## src/hw/rtl/tqpd_pkg.sv

```systemverilog
`timescale 1ns / 1ps
package tqpd_pkg;

	localparam int QueueCount = 3;
	localparam int DefQueueDepth = 64;
	localparam int DefNumberBits = 16;
	localparam int DefPriorityBits = 8;

	localparam logic [1:0] KIND_INSERT = 2'd0;
	localparam logic [1:0] KIND_SERVE = 2'd1;
	localparam logic [1:0] KIND_CLEAR = 2'd2;

	localparam logic [1:0] STAT_SERVED = 2'd0;
	localparam logic [1:0] STAT_EMPTY = 2'd1;
	localparam logic [1:0] STAT_FULL = 2'd2;
	localparam logic [1:0] STAT_EXHAUSTED = 2'd3;

	typedef struct packed {
		logic [1:0] kind;
		logic [1:0] queue_select;
		logic [7:0] priority_req;
	} req_item_t;

	typedef struct packed {
		logic [15:0] item_number;
		logic [1:0] status;
	} rsp_item_t;

	typedef struct packed {
		logic [1:0] op;
		logic [1:0] queue;
	} cmd_t;

endpackage

```

## src/hw/rtl/tqpd_front.sv

```systemverilog
`timescale 1ns / 1ps
module tqpd_front #(
	parameter int PRIORITY_BITS = tqpd_pkg::DefPriorityBits
) (
	input logic clk,
	input logic arst_n,
	input logic req_valid,
	output logic req_stall,
	input tqpd_pkg::req_item_t req_data,
	output logic cmd_valid,
	input logic cmd_take,
	output tqpd_pkg::cmd_t cmd,
	output logic [PRIORITY_BITS-1:0] cmd_prio
);
	import tqpd_pkg::*;

	cmd_t fifo_cmd_q [2];
	logic [PRIORITY_BITS-1:0] fifo_prio_q [2];
	logic wr_ptr_q;
	logic rd_ptr_q;
	logic [1:0] cnt_q;
	logic accept;
	logic keep;
	logic push;
	logic pop;
	logic [15:0] prio_ext;

	// Inserts and serves on queue three and unknown kinds do nothing, so they are dropped here.
	assign accept = req_valid && !req_stall;
	assign keep = (req_data.kind == KIND_CLEAR) ||
		((req_data.kind == KIND_INSERT || req_data.kind == KIND_SERVE) &&
		req_data.queue_select != 2'd3);
	assign push = accept && keep;
	assign pop = cmd_valid && cmd_take;
	assign req_stall = (cnt_q == 2'd2);
	assign cmd_valid = (cnt_q != 2'd0);
	assign cmd = fifo_cmd_q[rd_ptr_q];
	assign cmd_prio = fifo_prio_q[rd_ptr_q];
	assign prio_ext = 16'(req_data.priority_req);

	always_ff @(posedge clk) begin
		if (push) begin
			fifo_cmd_q[wr_ptr_q] <= '{op: req_data.kind, queue: req_data.queue_select};
			fifo_prio_q[wr_ptr_q] <= prio_ext[PRIORITY_BITS-1:0];
		end
	end

	always_ff @(posedge clk or negedge arst_n) begin
		if (!arst_n) begin
			wr_ptr_q <= 1'b0;
			rd_ptr_q <= 1'b0;
			cnt_q <= 2'd0;
		end else begin
			if (push) wr_ptr_q <= !wr_ptr_q;
			if (pop) rd_ptr_q <= !rd_ptr_q;
			if (push && !pop) cnt_q <= cnt_q + 2'd1;
			else if (pop && !push) cnt_q <= cnt_q - 2'd1;
		end
	end

endmodule

```

## config.mk

```make
export PLATFORM = sky130hd
export DESIGN_NAME = tqpd_front
export DESIGN_NICKNAME = d
export VERILOG_FILES = /design/src/hw/rtl/tqpd_pkg.sv /design/src/hw/rtl/tqpd_front.sv
export SDC_FILE = /design/constraint.sdc
export NUM_CORES = 1
export LEC_CHECK = 0
export BUFFER_PORTS_ARGS = -buffer_cell sky130_fd_sc_hd__buf_2
export CORE_MARGIN = 10
export CORE_UTILIZATION = 45
export DETAILED_ROUTE_END_ITERATION = 10
export MAX_ROUTING_LAYER = met4
export PLACE_DENSITY = 0.73
export SLEW_MARGIN = 20
export SYNTH_ARGS = -nofsm -noshare
export SYNTH_HDL_FRONTEND = slang
export SYNTH_SLANG_ARGS = --single-unit
```

## constraint.sdc

```tcl
create_clock -name clk -period 1.8 [get_ports clk]
set_input_delay 0.45 -clock clk [delete_from_list [all_inputs] [get_ports clk]]
set_output_delay 0.45 -clock clk [all_outputs]
set_load 0.02 [all_outputs]
```

==> results of run 1 <==
[critical path, delay by kind of cell, from the launching register on]
kind | cells | cell delay, ps
buf+inv | 2 | 310
flops | 1 | 470
mux | 1 | 300
[synthesized netlist by cell type]
library cell | instances | area (um2)
edfxtp_1 | 24 | 721
mux2_2 | 12 | 135
dfrtp_1 | 4 | 100
nor2_1 | 3 | 11.3
inv_1 | 2 | 7.51
xnor2_1 | 2 | 17.5
xor2_1 | 2 | 17.5
buf_6 | 1 | 11.3
ha_1 | 1 | 12.5
nand2_1 | 1 | 3.75
nand2_4 | 1 | 11.3
nand3b_1 | 1 | 7.51
nand4b_4 | 1 | 23.8
nor2b_2 | 1 | 8.76
or2_4 | 1 | 8.76
xnor2_2 | 1 | 16.3
[where the power goes]
part / leakage (nW) / internal (mW) / switching, mW
clock: 0.0154 / 0.0811 / 0.166
combinational: 0.355 / 0.635 / 0.476
sequential: 0.266 / 0.857 / 0.0860
total: 0.636 / 1.57 / 0.728
[cell type report]
type | count | area, um2 | area share, %
clock buffers | 3 | 22.5 | 1.49
clock inverters | 1 | 3.75 | 0.249
inverters | 2 | 7.51 | 0.498
multi-input cells | 27 | 319 | 21.2
flip-flops and latches | 28 | 822 | 54.5
well taps | 28 | 35.0 | 2.32
repair buffers | 35 | 298 | 19.8
[worst paths after layout]
check	start	end	slack [ps]	depth (start not counted)
setup / recovery	rd_ptr_q$_DFFE_PN0P_	cmd[3]	-40	3
hold / removal	req_data[7]	fifo_prio_q[1][7]$_DFFE_PP_	310	1
setup reg to reg	cnt_q[0]$_DFFE_PN0P_	cnt_q[1]$_DFFE_PN0P_	290	7
hold reg to reg	cnt_q[1]$_DFFE_PN0P_	cnt_q[1]$_DFFE_PN0P_	500	1
max in group asynchronous	arst_n	rd_ptr_q$_DFFE_PN0P_	1220	2
min in group asynchronous	arst_n	cnt_q[0]$_DFFE_PN0P_	450	2
[per-stage QoR]
step                power [mW]  setup WS, ps  hold slack, ps  std cells
floorplan                 1.51          80.2             154         58
global placement          1.75           198             256        117
detailed placement        1.77           125             263        117
CTS                       2.04         -56.4             292        123
global route              2.45          -106             269        124
finish                    2.30         -44.0             310        124
[metal layers]
layer	share of wire, %	vias up
li1	-	290
met1	43	296
met2	52	18
met3	3.6	2
met4	0.81	0
met5	0	-
[registers in the layout (all words and copies together) (netlist names)]
name,flops
fifo_cmd_q,8
wr_ptr_q,1
rd_ptr_q,1
cnt_q,2
fifo_prio_q,16
[what timing repair did]
item,CTS,global route
endpoints found under the setup margin,12,12
gates resized for setup,0,37
hold endpoints to repair,4,0
hold buffers,1,0
cloned,0,1
pin swaps,0,0
setup buffers,1,0
[logic make-up after synthesis]
logic type / count (synthesis) / synth area share, %
fa+ha+maj: 1 / 1.12
xor+xnor: 5 / 4.61
buf+inv: 3 / 1.69
mux: 12 / 12.1
simple gates: 9 / 6.74
flops: 28 / 73.7
==> results.sh, run 1 <==
export IMPL_status="finished with violations"
export IMPL_violations="setup timing"
export IMPL_cts_max_level=1
export IMPL_io_buffers=29
export IMPL_fin_util_pct=66.2
export IMPL_first_pass_iters=4
export IMPL_cp_slowest_cell="dfrtp_2"
export IMPL_maxCapViolCount=0
export IMPL_yosysWarningCount=0
export IMPL_setup_viol=12
export IMPL_final_cell_mix="24 x edfxtp_1, 17 x buf_2, 12 x mux2_4, 12 x buf_6"
export IMPL_wirelength_um=1980
export IMPL_grt_max_degree=16
export IMPL_synth_nets=75
export IMPL_tns_ps=-346
export IMPL_placed_cell_area_um2=1320
export IMPL_grtUsageMet2_pct=14.0
export IMPL_die_w_um=69.7
export IMPL_cts_root_buf="clkbuf_4"
export IMPL_clkSlewWorstSetupHoldPaths_ps=140
export IMPL_grtUsageMet3_pct=2.57
export IMPL_antenna_left=0
export IMPL_fin_area_um2=1510
export IMPL_grt_pass1_wl_um=3260
export IMPL_drc=0
export IMPL_hold_violations=0
export IMPL_fmax_mhz=542
export IMPL_insertedDiodeCount=0
export IMPL_grt_pass1_vias=666
export IMPL_power_leakage_nw=0.636
export IMPL_clockBufferDepth=2
export IMPL_nNetsFinal=114
export IMPL_drive_gt1_share_pct=57.3
export IMPL_required_ps=1350
export IMPL_syn_inst=58
export IMPL_coreArea_um2=2280
export IMPL_dieArea_um2=4860
export IMPL_p_per_area_nw_per_um2=1530
export IMPL_die_h_um=69.7
export IMPL_rsz0062_at_grt="yes"
export IMPL_hp_class="in2reg"
export IMPL_cts_buffers_inserted=3
export IMPL_busiest_layer="met2"
export IMPL_place_gp_congestion=0.670
export IMPL_path_class="reg2out"
export IMPL_ys_types=16
export IMPL_crit_fanout=6
export IMPL_cts_tree="yes"
export IMPL_vias_per_cell=4.89
export IMPL_final_common_cell="edfxtp_1"
export IMPL_ys_seq_area_share_pct=73.7
export IMPL_vias=606
export IMPL_grt_ovfl_total=0
export IMPL_worst_slack_ps=-44.0
export IMPL_synth_seq_cells=28
export IMPL_grt_util_all_layers_pct=8.62
export IMPL_grt_antenna_before_repair=0
export IMPL_wire_per_inst_um=15.9
export IMPL_crit_chain="clkbuf_16, mux2_4, buf_6"
export IMPL_finClkSkew_ps=3.72
export IMPL_rows=17
export IMPL_min_period_ps=1840
export IMPL_crit_path_end_kind="output pin"
export IMPL_num_fill_cells=179
export IMPL_cp_arrival_ps=1390
export IMPL_clock_latency_ps=310
export IMPL_tightestPinTransition_ps=185
export IMPL_netlist_area_um2=1110
export IMPL_cpPeakStageDelay_ps=470
export IMPL_syn2layout_area_growth_pct=35.4
export IMPL_initialDrtViolationCount=20
export IMPL_dp_hpwl_um=1460
export IMPL_ir_worst_vdd_mv=0.916
export IMPL_ios=30
export IMPL_cp_start_kind="register"
export IMPL_grt_use_met1_pct=9.24
export IMPL_drv_slew=0
export IMPL_clkSinkCount=28
export IMPL_slew_headroom_pct=87.6
export IMPL_start_util_pct=48.9
export IMPL_period_share_pct=102
export IMPL_synth_avg_cell_area_um2=19.2
Power figures use the tool's default switching activity.
==> inputs of run 2 (changes only) <==
--- a/config.mk
+++ b/config.mk
@@ -7,10 +7,10 @@
 export LEC_CHECK = 0
 export BUFFER_PORTS_ARGS = -buffer_cell sky130_fd_sc_hd__buf_2
 export CORE_MARGIN = 10
-export CORE_UTILIZATION = 45
+export CORE_UTILIZATION = 50
 export DETAILED_ROUTE_END_ITERATION = 10
 export MAX_ROUTING_LAYER = met4
-export PLACE_DENSITY = 0.73
+export PLACE_DENSITY = 0.77
 export SLEW_MARGIN = 20
 export SYNTH_ARGS = -nofsm -noshare
 export SYNTH_HDL_FRONTEND = slang
==> constraint.sdc (replaced) <==
create_clock -name clk -period 1.7 [get_ports clk]
set_input_delay 0.425 -clock clk [delete_from_list [all_inputs] [get_ports clk]]
set_output_delay 0.425 -clock clk [all_outputs]
set_load 0.02 [all_outputs]
==> run 2 against run 1 <==
  * Die area down 7.2%
  * Clock skew up 4.7 ps
  * The run still ends with setup timing left
  * Final cell count up 0.81%
  * Register-to-register slack worse by 140 ps
  * Count of clock-buffer cells in the layout unchanged
  * Critical path depth unchanged
  * Utilization down 0.50 points
  * Critical endpoint is now cmd[2]
  * Global-route usage up 0.068 points
  * Largest cell class unchanged
  * Highest routed layer unchanged
==> results.sh, run 2 (synthesis gave the netlist of run 1 again) <==
export IMPL_rr_worst_depth=6
export IMPL_tightestPinTransition_ps=187
export IMPL_place_gp_congestion=0.655
export IMPL_wirelength_um=1810
export IMPL_ios=30
export IMPL_slew_headroom_pct=87.5
export IMPL_fin_util_pct=65.7
export IMPL_finalPower_mw=2.34
export IMPL_whs_endpoint="fifo_prio_q[1][0]$_DFFE_PP_"
export IMPL_busiest_layer="met2"
export IMPL_rows=17
export IMPL_power_leakage_nw=0.580
export IMPL_r2r_start="cnt_q[0]$_DFFE_PN0P_"
export IMPL_drc=0
export IMPL_path_class="reg2out"
export IMPL_violations="setup timing"
export IMPL_grt_max_degree=17
export IMPL_required_ps=1270
export IMPL_min_period_ps=1790
export IMPL_coreArea_um2=2170
export IMPL_rsz0062_at_grt="yes"
export IMPL_top_register="fifo_prio_q"
export IMPL_setup_viol=12
export IMPL_grt_pass1_vias=681
export IMPL_hold_violations=0
export IMPL_grt_util_all_layers_pct=8.68
export IMPL_reg_largest_list="fifo_prio_q x16, fifo_cmd_q x8, cnt_q x2"
export IMPL_vias=597
export IMPL_cts_root_buf="clkbuf_4"
export IMPL_fin_area_um2=1430
export IMPL_insertedDiodeCount=0
export IMPL_worst_slack_ps=-87.1
export IMPL_r2r_end="cnt_q[1]$_DFFE_PN0P_"
export IMPL_fmax_mhz=560
export IMPL_clockBufferDepth=2
export IMPL_syn2layout_area_growth_pct=28.1
export IMPL_clkSinkCount=28
export IMPL_die_h_um=67.2
export IMPL_hold_path_startpoint="req_data[0]"
export IMPL_cts_buffers_inserted=3
export IMPL_crit_path_end_kind="output pin"
export IMPL_first_pass_iters=2
export IMPL_final_cell_mix="24 x edfxtp_1, 24 x buf_2, 12 x mux2_2"
export IMPL_grt_pass1_wl_um=2960
export IMPL_maxCapViolCount=0
export IMPL_grtUsageMet2_pct=14.9
export IMPL_start_util_pct=51.3
export IMPL_cpPeakStageDelay_ps=410
export IMPL_cts_tree="yes"
export IMPL_reg2reg_slack_ps=150
export IMPL_min_path_cells=1
export IMPL_drive_gt1_share_pct=57.7
export IMPL_drv_slew=0
export IMPL_crit_fanout=12
export IMPL_nNetsFinal=115
export IMPL_grtUsageMet3_pct=2.64
export IMPL_pre_cts_ws_ps=-20.2
export IMPL_antenna_left=0
export IMPL_largest_reg_flops=16
export IMPL_cts_max_level=1
export IMPL_wire_per_inst_um=14.5
export IMPL_hp_class="in2reg"
export IMPL_cp_slowest_cell="dfrtp_1"
export IMPL_finClkSkew_ps=8.44
export IMPL_die_w_um=67.2
export IMPL_dp_hpwl_um=1440
export IMPL_io_buffers=29
export IMPL_grt_antenna_before_repair=0
export IMPL_vias_per_cell=4.78
export IMPL_p_per_area_nw_per_um2=1640
export IMPL_cp_arrival_ps=1360
export IMPL_grt_use_met1_pct=9.26
export IMPL_tns_ps=-909
export IMPL_initialDrtViolationCount=19
export IMPL_placed_cell_area_um2=1330
export IMPL_grt_ovfl_total=0
export IMPL_clkSlewWorstSetupHoldPaths_ps=150
export IMPL_crit_chain="buf_12, mux2_2, buf_4"
export IMPL_period_share_pct=105
export IMPL_cp_start_kind="register"
export IMPL_ir_worst_vdd_mv=0.917
export IMPL_status="finished with violations"
export IMPL_dieArea_um2=4510
export IMPL_clock_latency_ps=310
[run 2: cell type report]
type	instances	area [um2]
Multi-Input combinational cell	27	274
Sequential cell	28	821
Fill cell	170	743
Tap cell	28	35.0
Clock inverter	1	30.0
Timing Repair Buffer	36	236
Inverter	2	7.51
Clock buffer	3	22.5
[run 2: per-stage QoR]
stage / instances / hold slack, ps
6_report: 125 / 287
5_1_grt: 125 / 255
4_1_cts: 125 / 282
3_5_place_dp: 119 / 231
3_3_place_gp: 119 / 232
2_1_floorplan: 58 / 129
[run 2: worst max-delay path, delay by kind of cell, from the launching register on]
| kind | cells | cell delay, ps |
|---|---|---|
| flip-flops | 1 | 410 |
| multiplexers | 1 | 330 |
| buffers and inverters | 2 | 310 |
[run 2: worst max-delay path by stage]
stage / startpoint / cells past startpoint / slack, ps / end
floorplan: cnt_q[1]$_DFFE_PN0P_ / 3 / -20 / fifo_cmd_q[1][0]$_DFFE_PP_
global placement: req_data[11] / 7 / 120 / cnt_q[1]$_DFFE_PN0P_
detailed placement: req_data[11] / 7 / -20 / cnt_q[1]$_DFFE_PN0P_
CTS: rd_ptr_q$_DFFE_PN0P_ / 3 / -110 / cmd[2]
global route: rd_ptr_q$_DFFE_PN0P_ / 3 / -150 / cmd[0]
finish: rd_ptr_q$_DFFE_PN0P_ / 3 / -90 / cmd[2]
[run 2: timing repair]
item | 4_1_cts | 5_1_grt
buffers inserted | 1 | 0
hold buffers | 1 | 0
endpoints found under the setup margin | 12 | 12
resized for setup | 0 | 8
hold endpoints to repair | 4 | 0
[run 2: layer usage]
| layer | part of all wire [%] | vias up |
|---|---|---|
| met5 | 0 | - |
| met4 | 0.44 | 0 |
| met3 | 5.2 | 2 |
| met2 | 53 | 17 |
| met1 | 42 | 286 |
| li1 | - | 292 |
[run 2: power by group]
group | total, mW | internal, mW | switching, mW
clock network | 0.417 | 0.238 | 0.179
registers | 0.980 | 0.904 | 0.0758
logic | 0.946 | 0.481 | 0.465
total | 2.34 | 1.62 | 0.719
